--- src/sv/tpcc_pkg.sv ---
// Shared constants, event codes and control/status structs for the
// two-phase commit coordinator. No dependencies.
`default_nettype none

package tpcc_pkg;

  localparam int TXN_SLOTS = 16;
  localparam int NODES     = 16;

  localparam int TXN_W  = 4;
  localparam int NODE_W = 4;
  localparam int MASK_W = 16;
  localparam int CNT_W  = $clog2(MASK_W + 1);

  localparam logic [MASK_W-1:0] NODE_MASK = MASK_W'((64'd1 << NODES) - 64'd1);

  localparam logic [1:0] CMD_BEGIN   = 2'd0;
  localparam logic [1:0] CMD_VOTE    = 2'd1;
  localparam logic [1:0] CMD_TIMEOUT = 2'd2;

  localparam logic [1:0] ST_ONGOING   = 2'd0;
  localparam logic [1:0] ST_COMMITTED = 2'd1;
  localparam logic [1:0] ST_ABORTED   = 2'd2;

  localparam logic [2:0] EV_INVALID     = 3'd0;
  localparam logic [2:0] EV_VOTE        = 3'd1;
  localparam logic [2:0] EV_TIMEOUT     = 3'd2;
  localparam logic [2:0] EV_ABORTED     = 3'd3;
  localparam logic [2:0] EV_COMMITTED   = 3'd4;
  localparam logic [2:0] EV_ROLLBACK    = 3'd5;
  localparam logic [2:0] EV_COMMIT_NODE = 3'd6;
  localparam logic [2:0] EV_ROLLED_BACK = 3'd7;

  // datapath -> controller
  typedef struct packed {
    logic [1:0] cmd;
    logic       known;
    logic       finished;
    logic       vote;
    logic       complete;
    logic       rem_empty;
    logic       rem_one;
  } tpcc_stat_t;

  // controller -> datapath
  typedef struct packed {
    logic       capture;
    logic       load;
    logic       wr_begin;
    logic       wr_abort;
    logic       wr_vote;
    logic       scan_load;
    logic       scan_step;
    logic       emit;
    logic [2:0] ev;
    logic       last;
  } tpcc_ctl_t;

endpackage

`default_nettype wire

--- src/sv/tpcc_ctrl.sv ---
// Sequencer for the two-phase commit coordinator: walks each transaction
// through lookup, table update and event emission. Depends on tpcc_pkg.
`default_nettype none

module tpcc_ctrl
  import tpcc_pkg::*;
(
  input  wire logic       clk,
  input  wire logic       rst_n,
  input  wire logic       start,
  output logic            busy,
  input  var  tpcc_stat_t stat,
  output tpcc_ctl_t       ctl
);

  localparam logic [2:0] S_IDLE  = 3'd0;
  localparam logic [2:0] S_READ  = 3'd1;
  localparam logic [2:0] S_EVAL  = 3'd2;
  localparam logic [2:0] S_INVAL = 3'd3;
  localparam logic [2:0] S_FIRST = 3'd4;
  localparam logic [2:0] S_HEAD  = 3'd5;
  localparam logic [2:0] S_SCAN  = 3'd6;
  localparam logic [2:0] S_TAIL  = 3'd7;

  logic [2:0] state_r, state_nxt;
  logic       ongoing;
  logic       is_abort;
  logic       more;

  assign ongoing  = stat.known && !stat.finished;
  assign is_abort = (stat.cmd == CMD_TIMEOUT) || !stat.vote;
  // anything after the vote/timeout event: abort or a completed commit
  assign more     = ongoing && (is_abort || stat.complete);
  assign busy     = (state_r != S_IDLE);

  always_ff @(posedge clk) begin
    if (!rst_n) begin
      state_r <= S_IDLE;
    end else begin
      state_r <= state_nxt;
    end
  end

  always_comb begin
    state_nxt = state_r;
    ctl       = '0;
    unique case (state_r)
      S_IDLE: begin
        if (start) begin
          ctl.capture = 1'b1;
          state_nxt   = S_READ;
        end
      end
      S_READ: begin
        ctl.load  = 1'b1;
        state_nxt = S_EVAL;
      end
      S_EVAL: begin
        ctl.scan_load = 1'b1;
        priority if (stat.cmd == CMD_BEGIN) begin
          ctl.wr_begin = 1'b1;
          state_nxt    = S_IDLE;
        end else if (stat.cmd == CMD_VOTE || stat.cmd == CMD_TIMEOUT) begin
          if (ongoing) begin
            ctl.wr_abort = is_abort;
            ctl.wr_vote  = !is_abort;
          end
          state_nxt = stat.known ? S_FIRST : S_INVAL;
        end else begin
          state_nxt = S_IDLE;
        end
      end
      S_INVAL: begin
        ctl.emit  = 1'b1;
        ctl.ev    = EV_INVALID;
        ctl.last  = (stat.cmd == CMD_TIMEOUT);
        state_nxt = (stat.cmd == CMD_TIMEOUT) ? S_IDLE : S_FIRST;
      end
      S_FIRST: begin
        ctl.emit  = 1'b1;
        ctl.ev    = (stat.cmd == CMD_VOTE) ? EV_VOTE : EV_TIMEOUT;
        ctl.last  = !more;
        state_nxt = more ? S_HEAD : S_IDLE;
      end
      S_HEAD: begin
        ctl.emit = 1'b1;
        ctl.ev   = is_abort ? EV_ABORTED : EV_COMMITTED;
        ctl.last = !is_abort && stat.rem_empty;
        if (stat.rem_empty) begin
          state_nxt = is_abort ? S_TAIL : S_IDLE;
        end else begin
          state_nxt = S_SCAN;
        end
      end
      S_SCAN: begin
        ctl.emit      = 1'b1;
        ctl.scan_step = 1'b1;
        ctl.ev        = is_abort ? EV_ROLLBACK : EV_COMMIT_NODE;
        ctl.last      = !is_abort && stat.rem_one;
        if (stat.rem_one) begin
          state_nxt = is_abort ? S_TAIL : S_IDLE;
        end
      end
      S_TAIL: begin
        ctl.emit  = 1'b1;
        ctl.ev    = EV_ROLLED_BACK;
        ctl.last  = 1'b1;
        state_nxt = S_IDLE;
      end
      default: begin
        state_nxt = S_IDLE;
      end
    endcase
  end

endmodule

`default_nettype wire

--- src/sv/tpcc_dpath.sv ---
// Datapath for the two-phase commit coordinator: command registers, slot
// table, vote counting, participant scan and event output registers.
// Depends on tpcc_pkg.
`default_nettype none

module tpcc_dpath
  import tpcc_pkg::*;
(
  input  wire logic              clk,
  input  wire logic              rst_n,
  input  var  tpcc_ctl_t         ctl,
  output tpcc_stat_t             stat,
  input  wire logic [1:0]        in_cmd,
  input  wire logic [TXN_W-1:0]  in_txn_id,
  input  wire logic [NODE_W-1:0] in_node_id,
  input  wire logic              in_commit_vote,
  input  wire logic [MASK_W-1:0] in_participant_mask,
  output logic                   out_valid,
  output logic [2:0]             out_event_res,
  output logic [TXN_W-1:0]       out_event_txn,
  output logic [NODE_W-1:0]      out_event_node,
  output logic                   out_event_vote,
  output logic                   out_last
);

  function automatic logic [CNT_W-1:0] popcnt(input logic [MASK_W-1:0] v);
    logic [CNT_W-1:0] n;
    n = '0;
    for (int i = 0; i < MASK_W; i++) begin
      n = n + CNT_W'(v[i]);
    end
    return n;
  endfunction

  // captured transaction
  logic [1:0]        cmd_r;
  logic [TXN_W-1:0]  txn_r;
  logic [NODE_W-1:0] node_r;
  logic              vote_r;
  logic [MASK_W-1:0] pmask_r;

  // slot table; only the valid bits need reset
  logic              tbl_valid_r  [TXN_SLOTS];
  logic [1:0]        tbl_status_r [TXN_SLOTS];
  logic [MASK_W-1:0] tbl_parts_r  [TXN_SLOTS];
  logic [MASK_W-1:0] tbl_votes_r  [TXN_SLOTS];

  // working copy of the addressed slot
  logic              known_r;
  logic              fin_r;
  logic [MASK_W-1:0] wparts_r;
  logic [MASK_W-1:0] wvotes_r;
  logic [MASK_W-1:0] rem_r;

  logic              in_table;
  logic [MASK_W-1:0] vote_bit;
  logic              complete;
  logic [NODE_W-1:0] scan_idx;
  logic [MASK_W-1:0] rem_clr;

  logic              out_valid_r;
  logic [2:0]        out_ev_r;
  logic [TXN_W-1:0]  out_txn_r;
  logic [NODE_W-1:0] out_node_r;
  logic              out_vote_r;
  logic              out_last_r;

  assign in_table = (32'(txn_r) < TXN_SLOTS);
  assign vote_bit = (32'(node_r) < NODES) ? (MASK_W'(1) << node_r) : '0;
  assign complete = (popcnt(wvotes_r) == popcnt(wparts_r));
  assign rem_clr  = rem_r & (rem_r - MASK_W'(1));

  // lowest remaining participant
  always_comb begin
    scan_idx = '0;
    for (int i = MASK_W - 1; i >= 0; i--) begin
      if (rem_r[i]) begin
        scan_idx = NODE_W'(i);
      end
    end
  end

  always_comb begin
    stat.cmd       = cmd_r;
    stat.known     = known_r;
    stat.finished  = fin_r;
    stat.vote      = vote_r;
    stat.complete  = complete;
    stat.rem_empty = (rem_r == '0);
    stat.rem_one   = (rem_r != '0) && (rem_clr == '0);
  end

  always_ff @(posedge clk) begin
    if (ctl.capture) begin
      cmd_r   <= in_cmd;
      txn_r   <= in_txn_id;
      node_r  <= in_node_id;
      vote_r  <= in_commit_vote;
      pmask_r <= in_participant_mask;
    end
    if (ctl.load) begin
      known_r  <= in_table && tbl_valid_r[txn_r];
      fin_r    <= (tbl_status_r[txn_r] != ST_ONGOING);
      wparts_r <= tbl_parts_r[txn_r];
      wvotes_r <= tbl_votes_r[txn_r] | vote_bit;
    end
    if (ctl.scan_load) begin
      rem_r <= wparts_r;
    end else if (ctl.scan_step) begin
      rem_r <= rem_clr;
    end
  end

  always_ff @(posedge clk) begin
    if (!rst_n) begin
      for (int i = 0; i < TXN_SLOTS; i++) begin
        tbl_valid_r[i] <= 1'b0;
      end
    end else if (ctl.wr_begin && in_table) begin
      tbl_valid_r[txn_r] <= 1'b1;
    end
  end

  always_ff @(posedge clk) begin
    if (ctl.wr_begin && in_table) begin
      tbl_status_r[txn_r] <= ST_ONGOING;
      tbl_parts_r[txn_r]  <= pmask_r & NODE_MASK;
      tbl_votes_r[txn_r]  <= '0;
    end
    if (ctl.wr_abort) begin
      tbl_status_r[txn_r] <= ST_ABORTED;
    end
    if (ctl.wr_vote) begin
      tbl_votes_r[txn_r] <= wvotes_r;
      if (complete) begin
        tbl_status_r[txn_r] <= ST_COMMITTED;
      end
    end
  end

  always_ff @(posedge clk) begin
    if (!rst_n) begin
      out_valid_r <= 1'b0;
    end else begin
      out_valid_r <= ctl.emit;
    end
  end

  always_ff @(posedge clk) begin
    if (ctl.emit) begin
      out_ev_r   <= ctl.ev;
      out_txn_r  <= txn_r;
      out_last_r <= ctl.last;
      out_vote_r <= (ctl.ev == EV_VOTE) ? vote_r : 1'b0;
      if (ctl.ev == EV_VOTE) begin
        out_node_r <= node_r;
      end else if (ctl.ev == EV_ROLLBACK || ctl.ev == EV_COMMIT_NODE) begin
        out_node_r <= scan_idx;
      end else begin
        out_node_r <= '0;
      end
    end
  end

  assign out_valid      = out_valid_r;
  assign out_event_res  = out_ev_r;
  assign out_event_txn  = out_txn_r;
  assign out_event_node = out_node_r;
  assign out_event_vote = out_vote_r;
  assign out_last       = out_last_r;

endmodule

`default_nettype wire

--- src/sv/two_phase_commit_coordinator.sv ---
// Top level of the two-phase commit coordinator: sequencer plus datapath.
// Depends on tpcc_pkg, tpcc_ctrl and tpcc_dpath.
`default_nettype none

// A transaction is taken when start is high and busy is low. The block then
// looks up the slot, updates the table and emits its events one per cycle
// from an output register; out_valid marks each event for a single cycle and
// out_last flags the final one. The receiver cannot stall, so every strobed
// event must be taken. busy stays high through lookup, update and emission of
// the N events (0 to 19) that the transaction causes; a begin causes none.
// The event count is set by the participant scan, which emits one node event
// per cycle.
module two_phase_commit_coordinator
  import tpcc_pkg::*;
(
  input  wire logic              clk,
  input  wire logic              rst_n,
  input  wire logic              start,
  output logic                   busy,
  input  wire logic [1:0]        in_cmd,
  input  wire logic [TXN_W-1:0]  in_txn_id,
  input  wire logic [NODE_W-1:0] in_node_id,
  input  wire logic              in_commit_vote,
  input  wire logic [MASK_W-1:0] in_participant_mask,
  output logic                   out_valid,
  output logic [2:0]             out_event_res,
  output logic [TXN_W-1:0]       out_event_txn,
  output logic [NODE_W-1:0]      out_event_node,
  output logic                   out_event_vote,
  output logic                   out_last
);

  tpcc_ctl_t  ctl;
  tpcc_stat_t stat;

  tpcc_ctrl u_ctrl (
    .clk   (clk),
    .rst_n (rst_n),
    .start (start),
    .busy  (busy),
    .stat  (stat),
    .ctl   (ctl)
  );

  tpcc_dpath u_dpath (
    .clk                 (clk),
    .rst_n               (rst_n),
    .ctl                 (ctl),
    .stat                (stat),
    .in_cmd              (in_cmd),
    .in_txn_id           (in_txn_id),
    .in_node_id          (in_node_id),
    .in_commit_vote      (in_commit_vote),
    .in_participant_mask (in_participant_mask),
    .out_valid           (out_valid),
    .out_event_res       (out_event_res),
    .out_event_txn       (out_event_txn),
    .out_event_node      (out_event_node),
    .out_event_vote      (out_event_vote),
    .out_last            (out_last)
  );

endmodule

`default_nettype wire

--- config.mk ---
export PLATFORM = sky130hd
export DESIGN_NAME = two_phase_commit_coordinator
export DESIGN_NICKNAME = d
export VERILOG_FILES = /design/src/sv/tpcc_pkg.sv /design/src/sv/tpcc_ctrl.sv /design/src/sv/tpcc_dpath.sv /design/src/sv/two_phase_commit_coordinator.sv
export SDC_FILE = /design/constraint.sdc
export NUM_CORES = 1
export LEC_CHECK = 0
export BUFFER_PORTS_ARGS = -buffer_cell sky130_fd_sc_hd__clkbuf_2
export CAP_MARGIN = 20
export CELL_PAD_IN_SITES_DETAIL_PLACEMENT = 2
export CELL_PAD_IN_SITES_GLOBAL_PLACEMENT = 2
export CORE_UTILIZATION = 50
export DETAILED_ROUTE_END_ITERATION = 7
export GPL_TIMING_DRIVEN = 1
export PLACE_DENSITY_LB_ADDON = 0.05
export SLEW_MARGIN = 10
export SYNTH_ARGS = -nofsm -noshare
export SYNTH_HDL_FRONTEND = slang
export SYNTH_HIERARCHICAL = 1
export SYNTH_SLANG_ARGS = --single-unit
--- constraint.sdc ---
create_clock -name clk -period 12.1 [get_ports clk]
set_input_delay 3.63 -clock clk [delete_from_list [all_inputs] [get_ports clk]]
set_output_delay 3.63 -clock clk [all_outputs]
set_load 0.01 [all_outputs]
==> results_dict.tcl <==
set metrics [dict create \
    status "finished, final reports clean" \
    yosysSeqAreaShare_pct 73.29 \
    required_ps 12360 \
    ys_warn_count 6 \
    clk_latency_ps 620 \
    yosysMostFrequentCell "edfxtp_1" \
    fin_ws_ps 6333 \
    cts_num_sinks 658 \
    synthTopCellsByArea "edfxtp_1 (71%), mux4_2 (14%), dfxtp_1 (1.8%), fa_1 (1.5%), nor2_1 (1.2%)" \
    r2r_start "u_dpath/wvotes_r[11]" \
    ctsHoldBuffers 0 \
    finalCritPeriodShare_pct 47.66 \
    via_count 14190 \
    rsz0062_at_grt "no" \
    holdPathEnd "u_dpath/tbl_valid_r[5]" \
    track_usage_pct 30.45 \
    whs_path_depth 1 \
    ant_nets 0 \
    synth_seq_cells 658 \
    synth_edf_count 634 \
    reg2reg_to "u_dpath/tbl_status_r[1][0]" \
    tns_ps 0 \
    cts_tree "yes" \
    drv_cap 0 \
    start_util_pct 50.68 \
    grt_pass1_vias 15420 \
    hold_viol_final 0 \
    met3_usage_pct 5.907 \
    synth_top_cell_area_share_pct 71.49 \
    crit_path_end_kind "flop" \
    skew_ps 28.55 \
    viasPerCell 6.425 \
    relSlewSlack_pct 32.96 \
    maxSlewViolCount 0 \
    area_delta_synth_final_pct 13.88 \
    avgSynthCellArea_um2 19.26 \
    antenna_cells 0 \
    grt_overflow 0 \
    wl_per_cell_um 36.00 \
    hold_path.class "reg -> reg" \
    fmax_mhz 173.4 \
    worst-path-max-fanout 18 \
    dieArea_um2 54190 \
    tightest_slew_ps 1002 \
    hold_slack_ps 469.6 \
    ys_async_sr_fraction_pct 0 \
    synth_ff_type "edfxtp_1" \
    boundaryPins 45 \
    drc 0 \
    yosysTopAreaCell "edfxtp_1" \
    core_area_um2 52550 \
    top_usage_layer "met2" \
    worstSetupStartpointType "flop" \
    grt_pass1_wl_mm 113.1 \
    p_leak_nw 9.117 \
    die_h_um 232.8 \
    hpwl_mm 45.63 \
    drive_gt1_share_pct 27.02 \
    grt_util_met1_pct 40.57 \
    syn_nets 1447 \
    syn_area_um2 26630 \
    use_met2_pct 50.68 \
    ys_top_cells_by_count "edfxtp_1 (634), mux4_2 (166), nor2_1 (85)" \
    htree_levels 3 \
    holdCritStartpoint "u_dpath/tbl_valid_r[5]" \
    gp_congestion 0.7503 \
    max-vdd-ir-drop_mv 0.1945 \
    drtIter0Drc 1131 \
    first_pass_iters 5 \
    grt_max_degree 57 \
    cts_buffers 70 \
    fin_crit_ps 5767 \
    powerDensity_nw_per_um2 183.6 \
    dp_slack_ps 6600 \
    crit_arrival_ps 6030 \
    reg2reg_slack_ps 6330 \
    setup_violations 0 \
    n_fill_cell 4313 \
    post_cts_buffers 0 \
    synth_cell_types 61 \
    syn_inst 1383 \
    critPathKind "reg -> reg" \
    rr_worst_depth 17 \
    nets 1528 \
    cts_resized 0 \
    ctsRootBufferMaster "clkbuf_16" \
    clockBufferDepth 3 \
    clkTransAtPathRegs_ps 60 \
    antenna_found_initial 5 \
    rows 84 \
    die_w_um 232.8 \
    drt_wl_total_mm 79.53 \
    io_buffers 44 \
]
## critical path: stages, from the launching register on
cell and delay, ps:
edfxtp_1 480, fa_1 590, inv_1 100, fa_1 570, inv_1 90, fa_1 540
inv_1 70, fa_1 450, inv_1 80, ha_1 200, inv_1 80, fa_1 470
xnor2_1 220, xnor2_1 110, nor3_2 200, buf_4 250, nand3_1 120, nor2_1 790
## worst max-delay path by stage
stage,startpoint,end,depth (start not counted)
after detailed placement,u_dpath/wparts_r[7],u_dpath/tbl_status_r[4][0],16
after floorplan,u_dpath/wparts_r[7],u_ctrl/state_r[0],21
final,u_dpath/wvotes_r[11],u_dpath/tbl_status_r[1][0],17
after global routing,u_dpath/wvotes_r[11],u_dpath/tbl_status_r[1][0],17
after CTS,u_dpath/wvotes_r[11],u_dpath/tbl_status_r[1][0],17
after global placement,u_dpath/wparts_r[7],u_dpath/tbl_status_r[4][0],16
## final cells by class
| type | count | area, um2 | area share, % |
|---|---|---|---|
| Sequential cell | 658 | 19520 | 64.38 |
| Multi-Input combinational cell | 599 | 6700 | 22.09 |
| Clock buffer | 83 | 1853 | 6.110 |
| Tap cell | 688 | 860.8 | 2.838 |
| Clock inverter | 46 | 641.9 | 2.116 |
| Timing Repair Buffer | 83 | 553.0 | 1.824 |
| Inverter | 52 | 195.2 | 0.6436 |
## logic make-up (layout without fill, tap and decap cells)
kind of cell,count (synthesis),in the layout,share of synthesized area (%)
flip-flops,658,658,73.29
AND/OR/NAND/NOR,242,242,4.421
multiplexers,171,171,14.25
AO/OA/AOI/OAI,140,140,3.336
buffers and inverters,126,264,2.128
adder cells (fa/ha/maj),37,37,2.279
XOR/XNOR,9,9,0.2960
## sequential cells by signal (all words and copies together), names as in the netlist, 4 cells and up, named ones only
signal	cells
u_dpath/tbl_parts_r	256
u_dpath/tbl_votes_r	256
u_dpath/tbl_status_r	32
u_dpath/pmask_r	16
u_dpath/rem_r	16
u_dpath/tbl_valid_r	16
u_dpath/wparts_r	16
u_dpath/wvotes_r	16
u_dpath/node_r	4
u_dpath/out_event_node	4
u_dpath/out_event_txn	4
u_dpath/txn_r	4
## per-stage QoR
stage | utilization [%] | std cells | power, mW | cell area [um2]
after floorplan | - | 1383 | 3.030 | 26630
after global placement | 52.86 | 2078 | 3.192 | 27780
after detailed placement | 52.86 | 2078 | 3.236 | 27780
after CTS | 57.61 | 2207 | 5.611 | 30270
after global routing | 57.71 | 2209 | 5.724 | 30330
final | 57.71 | 2209 | 5.570 | 30330
## metal layers
layer  vias up  wire length, um
met5         -                0
met4         0             2439
met3       142             4794
met2       639            40180
met1      7722            32110
li1       5689                -
## placed cells by master (no fill, tap or decap), types with 14 or more instances in the layout
| cell type | count |
|---|---|
| nand4_1 | 14 |
| clkbuf_16 | 72 |
| mux4_2 | 166 |
| fa_1 | 20 |
| ha_1 | 14 |
| nor2_1 | 52 |
| o21a_1 | 18 |
| clkbuf_2 | 44 |
| edfxtp_1 | 634 |
| inv_1 | 51 |
| nor3_1 | 15 |
| buf_4 | 37 |
| o21ai_0 | 48 |
| a21oi_1 | 20 |
| dfxtp_1 | 22 |
| bufinv_16 | 14 |
| clkinv_2 | 14 |
| nor2_2 | 20 |
| nand2_1 | 51 |
| a21o_1 | 14 |
| and2_1 | 22 |
## report_power, final
part,total [mW],switching (mW),internal (mW)
logic,0.654,0.404,0.251
registers,2.56,0.0480,2.51
clock network,2.35,0.947,1.41
Note: power is estimated with default switching activity, not from simulation.
